[config.mk]
export PLATFORM = sky130hd
export DESIGN_NAME = sac_sqrt_stage
export DESIGN_NICKNAME = d
export VERILOG_FILES = /design/src/sac_pkg.sv /design/src/sac_sqrt_stage.sv
export SDC_FILE = /design/constraint.sdc
export NUM_CORES = 1
export LEC_CHECK = 0
export CAP_MARGIN = 20
export CORE_AREA = 2 2 337 339
export CTS_CLUSTER_SIZE = 12
export DETAILED_ROUTE_END_ITERATION = 8
export DIE_AREA = 0 0 339 341
export DONT_BUFFER_PORTS = 1
export HOLD_SLACK_MARGIN = 0.06
export PLACE_DENSITY = 0.35
export SLEW_MARGIN = 0
export SYNTH_ARGS = -nofsm -noshare
export SYNTH_HDL_FRONTEND = slang
export SYNTH_SLANG_ARGS = --single-unit
[constraint.sdc]
create_clock -name clk -period 3.2 [get_ports clk]
set_input_delay 0.32 -clock clk [delete_from_list [all_inputs] [get_ports clk]]
set_output_delay 0.32 -clock clk [all_outputs]
set_load 0.02 [all_outputs]
[src/sac_pkg.sv]
// ---------------------------------------------------------------------------
// sac_pkg
// Shared types and constants for the sphere / box contact pipeline.
// ---------------------------------------------------------------------------
`default_nettype none
package sac_pkg;

  localparam int SqrtSteps = 31;   // result bits of the distance root
  localparam int DivSteps  = 17;   // quotient bits of a normal component

  localparam logic [63:0] NearZeroSq = 64'd49;
  localparam logic [17:0] UnitPos    = 18'h10000;
  localparam logic [17:0] UnitNeg    = 18'h30000;
  localparam logic [16:0] UnitQ      = 17'h10000;
  localparam logic [30:0] PenMax     = 31'h7FFFFFFF;

  typedef logic [2:0][31:0] vec32_t;
  typedef logic [2:0][30:0] vec31_t;
  typedef logic [2:0][17:0] vec18_t;

  // Per-item context that rides along the root and divide stages
  typedef struct packed {
    logic        hit;
    logic        near;
    logic [2:0]  neg;
    vec31_t      mag;
    logic [30:0] rad;
    vec32_t      pt;
    vec18_t      near_nrm;
    logic [30:0] near_pen;
  } ctx_t;

endpackage
`default_nettype wire

[src/sac_sqrt_stage.sv]
// ---------------------------------------------------------------------------
// sac_sqrt_stage
// One result bit of the integer square root, registered.
// ---------------------------------------------------------------------------
`default_nettype none
module sac_sqrt_stage import sac_pkg::*; (
  input  wire logic        clk,
  input  wire logic        rst_n,
  input  wire logic        en,
  input  wire logic        v_i,
  input  wire ctx_t        ctx_i,
  input  wire logic [31:0] rem_i,
  input  wire logic [30:0] root_i,
  input  wire logic [61:0] rad_i,
  output logic             v_o,
  output ctx_t             ctx_o,
  output logic [31:0]      rem_o,
  output logic [30:0]      root_o,
  output logic [61:0]      rad_o
);

  logic [33:0] cur_w;
  logic [33:0] trial_w;
  logic [33:0] diff_w;
  logic        take_w;

  // Bring down two radicand bits and try the next root bit
  assign cur_w   = {rem_i, rad_i[61:60]};
  assign trial_w = {1'b0, root_i, 2'b01};
  assign diff_w  = cur_w - trial_w;
  assign take_w  = cur_w >= trial_w;

  always_ff @(posedge clk) begin
    if (!rst_n) begin
      v_o <= 1'b0;
    end else if (en) begin
      v_o <= v_i;
    end
  end

  always_ff @(posedge clk) begin
    if (en) begin
      ctx_o  <= ctx_i;
      rem_o  <= take_w ? diff_w[31:0] : cur_w[31:0];
      root_o <= {root_i[29:0], take_w};
      rad_o  <= {rad_i[59:0], 2'b00};
    end
  end

endmodule
`default_nettype wire

==> results.md <==
- Crit path to: rem_o[4]$_DFFE_PP_
- GP Congestion: 0.8074
- CP bufs+invs: 3
- R2R depth: 3
- Initial antenna violation count: 12
- Reg2Reg Setup Slack: 1.86 ns
- DP Area: 0.01733 mm2
- Pin count of the biggest net entering global routing: 435
- Crit start category: input port
- Via count: 9119
- Seq cells post-synth: 434
- Sequential-to-total area share from yosys stat: 0.8471
- Multi-input gate area: 0.002120 mm2
- Vias/cell: 3.267
- Starting density of the core: 0.1374
- Asr flop ratio synth: 0
- Hold WC Path Type: in2reg
- H-tree levels: 2
- Final setup fails: 0
- TNS Setup: 0 ns
- Outcome: finished with violations
- Nets: 1723
- Max-cap violations: 0
- Post-Syn Instances: 755
- Slew margin rel.: 0.4086
- Place WS: -0.2563 ns
- Reg-to-Reg End: v_o$_SDFFE_PN0P_
- CP delay by family, top: compound AO/OA/AOI/OAI gates
- Top cells by area, synth: edfxtp_1 (85%), ha_1 (2.7%), mux2_4 (2.2%), xnor2_1 (1.4%), a21oi_1 (1.1%)
- GRT overflow: 0
- RSZ-0062 raised after global routing: no
- Setup Fix Bufs, Post-CTS: 0
- Fin crit share: 0.9305
- Cell with the most instances after synthesis: edfxtp_1
- Finished Cell Area: 0.02333 mm2
- Die Width: 339 um
- Clock sink count: 434
- TritonCTS clock tree: built
- Main synth FF type: edfxtp_1
- Routed wire length: 60880 um
- Fill cell count: 11820
- CP required: 3.55 ns
- Library cells used by synthesis: 52
- Yosys top cell area share: 0.8458
- Max FO, Critical Path: 10
- Critical Path End Type: flop
- Failing checks: negative hold slack
- Number of global-route vias before repair: 9785
- Port bufs: 0
- RR Startpoint: v_o$_SDFFE_PN0P_
- Placed cell count: 2263
- Root Buffer: clkbuf_16
- First-pass GRT wire length: 80090 um
- Met3 wire length: 5067 um
- PwrDens: 626.0 mW/mm2
- DRT met1 WL: 21290 um
- DRC: 0
- F_max: 335.9 MHz
- CP peak stage delay: 0.57 ns
- Crit-path cells: dlygate4sd3_1 -> inv_1 -> ha_1 -> nor2b_1 -> o2111ai_1 -> a31oi_1 -> a211oi_2 -> nor2_1 -> a211o_1 -> and2_2 -> buf_4 -> mux2_2
- Peak supply drop: 0.4050 mV
- Slowest CP cell: dlygate4sd3_1
- Hold Vio Cnt, Final: 4
- Layout cells sized above 1: 0.09302
- ANT nets after route: 0
- Post-Layout Cell Count: 2791
- Final min period: 2.977 ns
- Final core utilization: 0.2085
- Crit. path cell count: 12
- Skew final: 0 ns
- Dpl hpwl: 44480 um
- Min setup slack post-route: 0.2225 ns
- Die Y: 341 um
- Crit. Startpoint: rad_i[61]
- Initial DRC count: 469
- CP Class: in2reg
- Synth top cells by count: edfxtp_1 (433), inv_1 (40), a21oi_1 (35), ha_1 (33), xnor2_1 (24)
- FF+latch area: 0.01302 mm2
- GR Util All Layers: 0.09766
- Total Power: 14.60 mW
- Ports: 875
- Leading area contributor after synthesis: edfxtp_1
- Tightest Pin Transition: 0.8872 ns
- TritonRoute pass-1 iters: 4
- Placeable Area: 0.1119 mm2
- EDFF count, synth: 433
- Wire per inst: 21.81 um
- Syn Area/Cell: 20.36 um2
- Synthesized area: 0.01537 mm2
- Worst-path clk slew: 0.06 ns
- Die area: 0.1156 mm2
- WHS: -0.1160 ns
- Syn. warnings: 0
- Row count: 123
- Num CTS Buffers: 50
- Routed length on met2: 33010 um
- Max-slew violations: 0
- WP data arrival: 3.32 ns
- Worst-skew pair later-pin latency: 0.60 ns
- Longest Clk Path Bufs: 3
- Layout area overhead: 51.75%
- Leak: 8.143 nW
- Top Layer Used: met5
==> kinds of logic after synthesis <==
kind of cell	synth area share
XOR/XNOR	0.01709
AO/OA/AOI/OAI	0.04167
buffers and inverters	0.01538
AND/OR/NAND/NOR	0.02572
other	0.0002439
flip-flops	0.8471
multiplexers	0.02596
adder cells (fa/ha/maj)	0.02686
==> metal layers <==
layer | GRT usage | vias to the layer above
li1 | - | 3939
met3 | 0.03470 | 83
met1 | 0.1004 | 4584
met5 | 0 | -
met4 | 0.02861 | 2
met2 | 0.1844 | 511
==> state kept, by name, indices dropped and copies added, names as in the netlist <==
| register | cells |
|---|---|
| root_o | 31 |
| v_o | 1 |
| ctx_o | 310 |
| rad_o | 60 |
| rem_o | 32 |
==> layout by cell type, fill, tap and decap left out, drive strengths merged, types with 2 or more instances in the layout <==
cell and n:
a211oi 6, a21o 11, a21oi 35, a221o 2, a221oi 3, a22oi 3, a31o 2, a31oi 2
and2 3, and3 6, and4 3, buf 22, bufinv 4, clkbuf 64, clkinv 17, clkinvlp 4
conb 2, dlygate4sd3 434, edfxtp 433, ha 33, inv 42, mux2 26, mux2i 2, nand2 21
nand2b 8, nand3 6, nand4 2, nor2 14, nor2b 3, nor3 8, o211ai 4, o21a 2
o21ai 14, o21bai 2, o31ai 2, xnor2 24, xor2 6
==> worst min path at each step <==
stage,startpoint,to,slack [ns],depth (start not counted)
3_3_place_gp,ctx_i[279],ctx_o[279]$_DFFE_PP_,0.42,0
2_1_floorplan,ctx_i[0],ctx_o[0]$_DFFE_PP_,0.42,0
4_1_cts,en,rem_o[13]$_DFFE_PP_,-0.22,0
3_5_place_dp,ctx_i[112],ctx_o[112]$_DFFE_PP_,0.42,0
6_report,en,rad_o[26]$_DFFE_PP_,-0.12,0
5_1_grt,en,rad_o[26]$_DFFE_PP_,-0.17,0
==> repair_timing <==
action | CTS | global route
hold buffers | 434 | 2
gates resized for setup | 0 | 0
hold endpoints to repair | 726 | 79
==> report_power, final <==
group	switching (mW)	total [mW]	leakage [nW]	internal [mW]
Sequential	0.937	7.81	4.25	6.87
Combinational	0.517	1.20	3.13	0.680
Clock	2.35	5.60	0.762	3.25
Total	3.80	14.6	8.14	10.8
==> layout make-up <==
cell class                 instances  share of cell area
multi-input combinational        269             0.09085
sequential                       434              0.5582
clock inverter                    27             0.01164
timing repair buffer             456              0.1955
tap                             1500             0.08045
inverter                          40            0.006436
antenna                            1           0.0001073
clock buffer                      64             0.05679
==> worst register-to-register path: stages, from the launching register on <==
cell and delay, ns:
dfxtp_1 0.46, mux2i_1 0.11, nor2b_1 0.15, dlygate4sd3_1 0.56
No activity file was read; power rests on OpenSTA's default activity.
