==> src/sac_pkg.sv <==
// ---------------------------------------------------------------------------
// sac_pkg
// Shared types and constants for the sphere / box contact pipeline.
// ---------------------------------------------------------------------------
`default_nettype none
package sac_pkg;

  localparam int SqrtSteps = 31;   // result bits of the distance root
  localparam int DivSteps  = 17;   // quotient bits of a normal component

  localparam logic [63:0] NearZeroSq = 64'd49;
  localparam logic [17:0] UnitPos    = 18'h10000;
  localparam logic [17:0] UnitNeg    = 18'h30000;
  localparam logic [16:0] UnitQ      = 17'h10000;
  localparam logic [30:0] PenMax     = 31'h7FFFFFFF;

  typedef logic [2:0][31:0] vec32_t;
  typedef logic [2:0][30:0] vec31_t;
  typedef logic [2:0][17:0] vec18_t;

  // Per-item context that rides along the root and divide stages
  typedef struct packed {
    logic        hit;
    logic        near;
    logic [2:0]  neg;
    vec31_t      mag;
    logic [30:0] rad;
    vec32_t      pt;
    vec18_t      near_nrm;
    logic [30:0] near_pen;
  } ctx_t;

endpackage
`default_nettype wire

==> src/sac_div_stage.sv <==
// ---------------------------------------------------------------------------
// sac_div_stage
// One quotient bit of the three normal divisions, registered.
// ---------------------------------------------------------------------------
`default_nettype none
module sac_div_stage import sac_pkg::*; (
  input  wire logic        clk,
  input  wire logic        rst_n,
  input  wire logic        en,
  input  wire logic        v_i,
  input  wire ctx_t        ctx_i,
  input  wire logic [30:0] dist_i,
  input  wire vec31_t      rem_i,
  input  wire logic [2:0][16:0] low_i,
  input  wire logic [2:0][16:0] q_i,
  output logic             v_o,
  output ctx_t             ctx_o,
  output logic [30:0]      dist_o,
  output vec31_t           rem_o,
  output logic [2:0][16:0] low_o,
  output logic [2:0][16:0] q_o
);

  logic [31:0] cur_w [3];
  logic        take_w [3];

  // Shift in the next dividend bit and subtract where it fits
  always_comb begin
    for (int i = 0; i < 3; i++) begin
      cur_w[i]  = {rem_i[i], low_i[i][16]};
      take_w[i] = cur_w[i] >= {1'b0, dist_i};
    end
  end

  always_ff @(posedge clk) begin
    if (!rst_n) begin
      v_o <= 1'b0;
    end else if (en) begin
      v_o <= v_i;
    end
  end

  always_ff @(posedge clk) begin
    if (en) begin
      ctx_o  <= ctx_i;
      dist_o <= dist_i;
      for (int i = 0; i < 3; i++) begin
        rem_o[i] <= take_w[i] ? 31'(cur_w[i] - {1'b0, dist_i}) : cur_w[i][30:0];
        low_o[i] <= {low_i[i][15:0], 1'b0};
        q_o[i]   <= {q_i[i][15:0], take_w[i]};
      end
    end
  end

endmodule
`default_nettype wire

==> config.mk <==
export PLATFORM = sky130hd
export DESIGN_NAME = sac_div_stage
export DESIGN_NICKNAME = d
export VERILOG_FILES = /design/src/sac_pkg.sv /design/src/sac_div_stage.sv
export SDC_FILE = /design/constraint.sdc
export NUM_CORES = 1
export LEC_CHECK = 0
export BUFFER_PORTS_ARGS = -buffer_cell sky130_fd_sc_hd__buf_2
export CORE_AREA = 2 2 415 417
export CTS_BUF_LIST = sky130_fd_sc_hd__clkbuf_8
export DETAILED_ROUTE_END_ITERATION = 10
export DIE_AREA = 0 0 417 419
export GPL_TIMING_DRIVEN = 0
export HOLD_SLACK_MARGIN = 0.12
export PLACE_DENSITY_LB_ADDON = 0.25
export SLEW_MARGIN = 20
export SYNTH_ARGS = -nofsm -noshare
export SYNTH_HDL_FRONTEND = slang
export SYNTH_SLANG_ARGS = --single-unit
==> constraint.sdc <==
create_clock -name clk -period 3.7 [get_ports clk]
set_input_delay 0.555 -clock clk [delete_from_list [all_inputs] [get_ports clk]]
set_output_delay 0.555 -clock clk [all_outputs]
set_load 0.005 [all_outputs]
==> results of run 1 <==
[per-stage QoR]
stage | setup WS, ns | util (%) | instance area [sq um] | total power (uW) | std cells
after floorplan | 0.513 | - | 22200 | 8680 | 1417
after global placement | -7.33 | 17.8 | 30300 | 10500 | 4720
after detailed placement | -1.26 | 17.9 | 30500 | 10400 | 4727
after CTS | 0.00966 | 22.1 | 37800 | 16900 | 5431
after global routing | -0.0222 | 22.2 | 37800 | 17400 | 5440
final | 0.0115 | 22.2 | 37800 | 16500 | 5441
[area by class of cell]
class                      count  area share [%]
clock buffer                 104            3.78
clock inverter                67            1.24
sequential                   534            42.4
inverter                      54           0.536
antenna                        9          0.0595
tap                         2233            7.38
multi-input combinational    800            15.5
timing repair buffer        1611            28.7
buffer                        29           0.440
[worst max-delay path, delay by kind of cell]
| family | cells | cell delay [ns] |
|---|---|---|
| buffers and inverters | 5 | 1.49 |
| AND/OR/NAND/NOR | 4 | 0.89 |
| AO/OA/AOI/OAI | 4 | 0.88 |
| adder cells (fa/ha/maj) | 1 | 0.36 |
[synth_stat cells (4+ instances only)]
cell	n	area, sq um
o21ai_1	4	20.0
o211ai_1	5	37.5
ha_1	93	1160
buf_4	6	45.0
nor4_1	4	25.0
o31a_1	5	43.8
nand4_1	12	75.1
a31o_2	4	35.0
buf_2	8	40.0
a21boi_0	4	30.0
o21ai_0	73	365
nor2_1	61	229
o21bai_1	15	113
a21o_1	33	248
a41o_1	4	40.0
xnor2_1	43	377
or3_1	8	50.1
xor2_1	38	333
and3_1	8	50.1
mux2_4	27	405
a31oi_1	11	68.8
o21a_1	16	120
nor2b_1	14	87.6
inv_1	54	203
nand2b_1	14	87.6
clkbuf_1	11	41.3
nor3_1	9	45.0
nand2_1	89	334
and2_1	4	25.0
a21oi_1	106	531
mux2i_1	4	40.0
mux2_2	10	113
o31ai_1	10	75.1
edfxtp_1	533	16000
a211oi_1	6	45.0
nand3_1	18	90.1
[what timing repair did]
action,4_1_cts,5_1_grt
setup buffers,2,0
gates resized for setup,3,7
pin swaps,1,0
hold buffers,531,1
setup endpoints to repair,27,37
hold endpoints to repair,575,1
[where the power goes]
| group | switching, uW | leakage, uW | internal [uW] | total, uW |
|---|---|---|---|---|
| registers | 164 | 0.00522 | 7340 | 7500 |
| logic | 1720 | 0.00952 | 1500 | 3220 |
| clock network | 2820 | 0.00107 | 2960 | 5790 |
| total | 4710 | 0.0158 | 11800 | 16500 |
[state kept, by name, summed over array words and instances (netlist names)]
| register | count |
|---|---|
| ctx_o | 310 |
| dist_o | 31 |
| low_o | 48 |
| q_o | 51 |
| rem_o | 93 |
| v_o | 1 |
[routing by layer]
layer,vias to the layer above,part of all wire [%]
met5,-,0
met4,0,3.9
met3,161,4.7
met2,682,57
met1,9316,35
li1,8896,-
[logic make-up after synthesis]
kind of cell / after synthesis / synth area share (%)
flip-flops: 534 / 72.2
AO/OA/AOI/OAI: 326 / 9.41
AND/OR/NAND/NOR: 252 / 5.39
adder cells (fa/ha/maj): 96 / 5.52
buffers and inverters: 83 / 1.66
XOR/XNOR: 81 / 3.20
multiplexers: 42 / 2.57
other: 1 / 0.0169
[worst paths after layout]
kind,start,endpoint,depth (start not counted)
max,rem_i[37],rem_o[47]$_DFFE_PP_,14
min,rem_i[46],rem_o[47]$_DFFE_PP_,3
max reg2reg,v_o$_SDFFE_PN0P_,v_o$_SDFFE_PN0P_,3
min reg2reg,v_o$_SDFFE_PN0P_,v_o$_SDFFE_PN0P_,3
==> summary.md, run 1 <==
| Metric | Value |
|---|---|
| Met1 Usage GRT | 12.5% |
| Final WL | 115000 um |
| Clock Skews | 0 ns |
| Core ar. | 0.171 sq mm |
| Dpl hpwl | 93200 um |
| DRC | 0 |
| Clock latency on the worst-skew pair | 0.80 ns |
| Met3 GRT Util | 2.46% |
| Setup TNS | 0 ns |
| Die Wd | 417 um |
| Max-slew headroom | 43.0% |
| Sequential cell area | 0.0160 sq mm |
| TritonCTS Sinks | 534 |
| H-tree Lvls | 3 |
| Startpoint Class | input port |
| Post-route ant nets | 0 |
| Largest buffer count on any clock path | 3 |
| Outcome | finished clean |
| Drt first pass iters | 5 |
| CP max stage cell | dlygate4sd3_1 |
| FF-to-FF setup slack | 2.55 ns |
| Critical Path RT | 4.23 ns |
| Endpoints failing hold | 0 |
| Yosys cell types | 69 |
| Lkg Pwr | 0.0158 uW |
| Worst Tran Pin Value | 0.855 ns |
| Nets | 3769 |
| Power per cell area | 436 mW/mm^2 |
| CTS tree | yes |
| Multi-input gate area | 0.00585 sq mm |
| CTS Buf Count | 103 |
| Routability Congestion | 0.816 |
| Min Tclk post-route | 3.69 ns |
| Grt peak-use layer | met2 |
| # setup viols final | 0 |
| FMAX | 0.271 GHz |
| Rows | 152 |
| Total gr overflow | 0 |
| EDFF count, synth | 533 |
| Die Span Y | 419 um |
| Die area | 0.175 sq mm |
| Slowest stage delay, CP | 0.53 ns |
| Syn Inst Count | 1415 |
| Worst Path Arrival | 4.22 ns |
| Final Max Slew Viols | 0 |
| Worst hold slack | 0.239 ns |
| Crit end category | flip-flop |
| Area grow syn2layout | 70.6% |
| Top cell by count, worst path | buf_4 |
| Fillcell total | 18.4k |
| Total number of vias | 19.1k |
| Post-Syn Area per Cell | 15.7 sq um |
| Largest net degree at the start of global routing | 94 |
| Io pins | 1077 |
| VDD IR max | 0.269 mV |
| CTS root buffer | clkbuf_8 |
| Synthesized cell area | 0.0222 sq mm |
| Warnings from Yosys | 0 |
| Yosys reg bits | 534 |
| Vias in the first global route | 19.9k |
| Antenna violations before repair | 26 |
| CP cell instances | dlygate4sd3_1 > buf_2 > ha_1 > and3_1 > nand2_1 > nor3_1 > nor2_1 > a221oi_1 > buf_4 > o21ai_1 > o21ai_4 > buf_4 > buf_4 > a21oi_1 |
| Vias/cell | 3.50 |
| Commonest non-fill, non-tap cells in the layout | buf_2, edfxtp_1, dlygate4sd3_1 |
| Register area share after synthesis | 72.2% |
| Initial core utilization | 13.0% |
| Met2 GRT Util | 25.1% |
| Critical Setup Path Class | in -> reg |
| Clock slew at reported path FFs | 0.05 ns |
| IO buf count | 1070 |
| Most common cell after layout, fill and taps aside | buf_2 |
| Max Cap Viol | 0 |
| Hold Crit Class | in -> reg |
| GRT Total Usage | 12.6% |
| Final period utilization | 99.7% |
| First-pass GRT wire length | 153000 um |
| CP Max Fanout | 10 |
| Async SR Flop Fraction | 0% |
| WL/cell | 21.2 um |
| Iter 0 DRT Violations | 889 |
| Share of layout cells above drive strength 1 | 40.1% |
| Synth Flop Type | edfxtp_1 |
Note: power is estimated with default switching activity, not from simulation.
==> inputs of run 2 (changes only) <==
--- a/config.mk
+++ b/config.mk
@@ -6,10 +6,12 @@
 export NUM_CORES = 1
 export LEC_CHECK = 0
 export BUFFER_PORTS_ARGS = -buffer_cell sky130_fd_sc_hd__buf_2
-export CORE_AREA = 2 2 415 417
+export CELL_PAD_IN_SITES_DETAIL_PLACEMENT = 1
+export CELL_PAD_IN_SITES_GLOBAL_PLACEMENT = 1
+export CORE_AREA = 2 2 420 422
 export CTS_BUF_LIST = sky130_fd_sc_hd__clkbuf_8
 export DETAILED_ROUTE_END_ITERATION = 10
-export DIE_AREA = 0 0 417 419
+export DIE_AREA = 0 0 422 424
 export GPL_TIMING_DRIVEN = 0
 export HOLD_SLACK_MARGIN = 0.12
 export PLACE_DENSITY_LB_ADDON = 0.25
==> run 2 against run 1 <==
Net effect: global-route usage is 1.2 points higher; critical path type unchanged; worst hold slack better by 0.077 ns; combinational power is 2% higher; cell count is 2.4% higher; clock-buffer cell count is 4 higher; clock power is 7.8% higher.
==> summary.md, run 2 (synthesis results as in run 1) <==
| Metric | Value |
|---|---|
| Outcome | finished clean |
| Initial core utilization | 12.7% |
| CP max stage cell | or4_1 |
| FMAX | 0.277 GHz |
| Crit. path cell count | 10 |
| Io pins | 1077 |
| Pwr Total | 17000 uW |
| Post-route cell area | 0.0382 sq mm |
| Vias in the first global route | 21.2k |
| Core ar. | 0.175 sq mm |
| Share of layout cells above drive strength 1 | 39.9% |
| Iter 0 DRT Violations | 792 |
| Post-route ant nets | 0 |
| Startpoint Class | input port |
| Clock latency on the worst-skew pair | 0.80 ns |
| Fin worst setup slack | 0.0943 ns |
| Power per cell area | 446 mW/mm^2 |
| Slowest stage delay, CP | 0.72 ns |
| CP Max Fanout | 10 |
| Die Wd | 422 um |
| Endpoints failing hold | 0 |
| Die Span Y | 424 um |
| Final period utilization | 97.5% |
| Area grow syn2layout | 72.2% |
| Routability Congestion | 0.817 |
| Hold Crit Class | in -> reg |
| # setup viols final | 0 |
| Clock slew at reported path FFs | 0.05 ns |
| Max Cap Viol | 0 |
| Max-slew headroom | 45.0% |
| WL/cell | 22.9 um |
| Hold path depth | 4 |
| CTS Buf Count | 107 |
| Vias/cell | 3.48 |
| Final Max Slew Viols | 0 |
| CP top delay family | simple AND/OR/NAND/NOR gates |
| Max reg flops | 310 |
| Die area | 0.179 sq mm |
| Area post-placement | 0.0306 sq mm |
| Final WL | 128000 um |
| Reg2Reg Depth | 3 |
| Largest buffer count on any clock path | 3 |
| CTS tree | yes |
| VDD IR max | 0.208 mV |
| IO buf count | 1070 |
| H-tree Lvls | 3 |
| DRC | 0 |
| GRT Total Usage | 13.8% |
| Most common cell after layout, fill and taps aside | buf_2 |
| WP buf/inv | 3 |
| Commonest non-fill, non-tap cells in the layout | buf_2, edfxtp_1, dlygate4sd3_1 |
| Clock Skews | 0 ns |
| Critical Setup Path Class | in -> reg |
| Antenna violations before repair | 39 |
| Dpl hpwl | 103000 um |
| Nets | 3774 |
| Fillcell total | 20.0k |
| Lkg Pwr | 0.0159 uW |
| CTS root buffer | clkbuf_8 |
| Largest net degree at the start of global routing | 94 |
| Min Tclk post-route | 3.61 ns |
| Rows | 154 |
| Critical Path RT | 4.24 ns |
| Crit end category | flip-flop |
| Worst Path Arrival | 4.14 ns |
| Total gr overflow | 0 |
| Largest Register | ctx_o |
| Biggest regs | ctx_o x310, rem_o x93, q_o x51 |
| Drt first pass iters | 4 |
| CP cell instances | dlygate4sd3_1 > buf_2 > ha_2 > and3_1 > nand2_1 > or4_1 > a21o_4 > nand3_4 > buf_6 > mux2_4 |
| RSZ-0062 raised after global routing | false |
| First-pass GRT wire length | 173000 um |
| TritonCTS Sinks | 534 |
| Worst hold slack | 0.316 ns |
| Pre-CTS WS | -1.68 ns |
| Worst Tran Pin Value | 0.815 ns |
| Total number of vias | 19.4k |
run 2: cell count changes in the layout (fill, tap and decap cells not counted), moves of 2 or more:
cell | previous run | this run
inv_8 | 2 | 0
clkinv_1 | 17 | 33
clkbuf_8 | 104 | 108
clkinv_8 | 2 | 4
bufinv_16 | 5 | 8
run 2: metrics by stage:
stage | TNS (ns) | utilization [%] | instances
6_report | 0 | 21.8 | 5573
5_1_grt | 0 | 21.8 | 5570
4_1_cts | 0 | 21.8 | 5563
3_5_place_dp | -90.21 | 17.5 | 4833
3_3_place_gp | -3917.08 | 17.4 | 4827
2_1_floorplan | 0 | - | 1417
run 2: tightest hold or removal path, delay by kind of cell:
kind / cells / cell delay [ns]
fa+ha+maj: 1 / 0.15
compound gates: 1 / 0.08
buf+inv: 2 / 0.16
run 2: final timing paths:
path | slack (ns) | to | from
max | 0.09 | rem_o[90]$_DFFE_PP_ | rem_i[75]
min | 0.32 | rem_o[31]$_DFFE_PP_ | low_i[33]
max reg2reg | 2.56 | v_o$_SDFFE_PN0P_ | v_o$_SDFFE_PN0P_
min reg2reg | 1.06 | v_o$_SDFFE_PN0P_ | v_o$_SDFFE_PN0P_
run 2: metal layers:
layer	global-route usage (%)	vias up	routed length, um
li1	-	8923	-
met1	13.4	9615	43700
met2	28.2	651	73900
met3	2.40	204	5100
met4	5.61	2	4810
met5	0	-	7
run 2: repair_timing:
item	in CTS	in global routing
setup endpoints to repair	32	29
hold buffers	533	0
setup buffers	3	0
endpoints found under the hold margin	573	0
resized for setup	4	5
pin swaps	1	0
run 2: cell type report:
type | count | area, sq um | area share (%)
buffer | 29 | 165 | 0.432
clock buffer | 108 | 1490 | 3.89
inverter | 54 | 203 | 0.531
tap | 2340 | 2930 | 7.66
multi-input combinational | 800 | 5840 | 15.3
antenna | 10 | 25.0 | 0.0655
timing repair buffer | 1612 | 10900 | 28.5
clock inverter | 86 | 636 | 1.66
sequential | 534 | 16000 | 41.9
run 2: power by group:
part	internal, uW	switching [uW]
combinational	1510	1790
sequential	7340	169
clock	3300	2940
total	12100	4900
==> inputs of run 3 (changes only) <==
--- a/config.mk
+++ b/config.mk
@@ -5,7 +5,7 @@
 export SDC_FILE = /design/constraint.sdc
 export NUM_CORES = 1
 export LEC_CHECK = 0
-export BUFFER_PORTS_ARGS = -buffer_cell sky130_fd_sc_hd__buf_2
+export BUFFER_PORTS_ARGS = -buffer_cell sky130_fd_sc_hd__clkbuf_2
 export CELL_PAD_IN_SITES_DETAIL_PLACEMENT = 1
 export CELL_PAD_IN_SITES_GLOBAL_PLACEMENT = 1
 export CORE_AREA = 2 2 420 422
==> run 3 against run 2 <==
Net effect: first-iteration DRC count is 18% lower; critical path depth is 3 higher; worst setup slack worse by 0.046 ns; fmax is 1.3% lower; utilization is 0.13 points lower; combinational power hardly changed; worst hold slack better by 0.015 ns.
==> summary.md, run 3 (synthesis results as in run 1) <==
| Metric | Value |
|---|---|
| Total gr overflow | 0 |
| Endpoints failing hold | 0 |
| Reg2Reg Depth | 3 |
| WL/cell | 22.8 um |
| Total number of vias | 19.4k |
| Biggest regs | ctx_o x310, rem_o x93, q_o x51 |
| Nets | 3771 |
| First-pass GRT wire length | 171000 um |
| Part of the power in combinational logic | 20.1% |
| Reg power frac | 45.8% |
| Worst Tran Pin Value | 0.845 ns |
| GRT Total Usage | 13.7% |
| VDD IR max | 0.187 mV |
| Critical Path RT | 4.23 ns |
| Die Wd | 422 um |
| Critical Setup Path Class | in -> reg |
| Post-route ant nets | 0 |
| Share of layout cells above drive strength 1 | 40.0% |
| CTS tree | yes |
| FMAX | 0.274 GHz |
| Antenna violations before repair | 44 |
| CTS root buffer | clkbuf_8 |
| Dpl cells | 4834 |
| Final period utilization | 98.7% |
| Min Tclk post-route | 3.65 ns |
| Largest net degree at the start of global routing | 89 |
| Clock Power Share | 34.1% |
| Clock slew at reported path FFs | 0.05 ns |
| Rows | 154 |
| Final WL | 127000 um |
| Sw Share | 29.2% |
| Dpl hpwl | 104000 um |
| Most common cell after layout, fill and taps aside | clkbuf_2 |
| Initial core utilization | 12.7% |
| TritonCTS Sinks | 534 |
| Crit end category | flip-flop |
| Startpoint Class | input port |
| Fin worst setup slack | 0.0484 ns |
| Final Max Slew Viols | 0 |
| Clock latency on the worst-skew pair | 0.80 ns |
| Pre-CTS WS | -1.74 ns |
| Core ar. | 0.175 sq mm |
| IO buf count | 1070 |
| Outcome | finished clean |
| Routability Congestion | 0.835 |
| Die area | 0.179 sq mm |
| RSZ-0062 raised after global routing | false |
| Area grow syn2layout | 71.2% |
| Max-slew headroom | 43.0% |
| Clock Skews | 0 ns |
| Vias in the first global route | 20.9k |
| Worst Path Arrival | 4.19 ns |
| Largest Register | ctx_o |
| # setup viols final | 0 |
| Largest buffer count on any clock path | 3 |
| Commonest non-fill, non-tap cells in the layout | clkbuf_2, edfxtp_1, dlygate4sd3_1 |
| Io pins | 1077 |
| Max Cap Viol | 0 |
| H-tree Lvls | 3 |
| Vias/cell | 3.49 |
| DRC | 0 |
| CTS Buf Count | 104 |
| Lkg Pwr | 0.0161 uW |
| Die Span Y | 424 um |
| Internal power | 11600 uW |
| Drt first pass iters | 5 |
| Max reg flops | 310 |
| Iter 0 DRT Violations | 650 |
| Fin cells | 5560 |
| Hold path depth | 4 |
| Power per cell area | 433 mW/mm^2 |
| Hold Crit Class | in -> reg |
| Net switching power | 4790 uW |
| CP Max Fanout | 10 |
## run 3: cell count changes in the layout (fill, tap and decap cells not counted), sizes merged
cell / previous run / this run
buf: 1096 / 27
clkbuf: 120 / 1188
clkinv: 44 / 30
inv: 85 / 94
bufinv: 8 / 2
clkinvlp: 3 / 0
diode: 10 / 13
dlygate4sd3: 533 / 532
## run 3: cell type report
type	count	area (sq um)
Multi-Input combinational cell	800	5840
Clock buffer	106	1460
Tap cell	2340	2930
Timing Repair Buffer	1612	10900
Inverter	54	203
Buffer	29	165
Clock inverter	72	405
Sequential cell	534	16000
Fill cell	19970	137000
Antenna cell	13	32.5
## run 3: critical path: stages
cell and delay (ns):
dlygate4sd3_1 0.56, clkbuf_2 0.13, ha_1 0.21, a21oi_1 0.10
o21ai_1 0.54, o211ai_1 0.30, a221oi_2 0.49, o21ai_1 0.21
o21ai_4 0.20, buf_12 0.15, buf_4 0.27, buf_4 0.30
a21oi_1 0.15
## run 3: layer usage
metal	wire, um	global-route usage, %	share of wire [%]	vias up
met3	5030	2.49	4.0	207
met4	5060	5.65	4.0	2
li1	-	-	-	8906
met1	43200	13.0	34	9637
met5	12	0	0.0095	-
met2	73600	28.1	58	637
## run 3: power groups by stage
stage               sequential, uW  combinational, uW  clock (uW)
detailed placement            7640               2850           0
floorplan                     7680               1000           0
CTS                           7530               3410        5930
finish                        7530               3300        5600
global route                  7580               3570        6120
global placement              7790               2840           0
## run 3: what timing repair did
item | CTS | global route
pin swaps | 1 | 0
endpoints found under the setup margin | 32 | 24
hold buffers | 532 | 0
hold endpoints to repair | 531 | 0
buffers inserted | 3 | 0
resized for setup | 4 | 6
## run 3: final timing paths
path	startpoint	endpoint	slack, ns
setup reg to reg	v_o$_SDFFE_PN0P_	v_o$_SDFFE_PN0P_	2.57
hold / removal	low_i[33]	rem_o[31]$_DFFE_PP_	0.33
setup / recovery	rem_i[36]	rem_o[61]$_DFFE_PP_	0.05
hold reg to reg	v_o$_SDFFE_PN0P_	v_o$_SDFFE_PN0P_	1.06
## run 3: metrics by stage
step / utilization [%] / hold slack, ns / total power, uW / instance area (sq um) / setup TNS (ns)
global route: 21.7 / 0.273 / 17300 / 38000 / 0
CTS: 21.7 / 0.178 / 16900 / 37900 / 0
finish: 21.7 / 0.331 / 16400 / 38000 / 0
detailed placement: 17.5 / 0.519 / 10500 / 30700 / -93.71
global placement: 17.4 / 0.508 / 10600 / 30500 / -4478.19
floorplan: - / 0.507 / 8680 / 22200 / 0
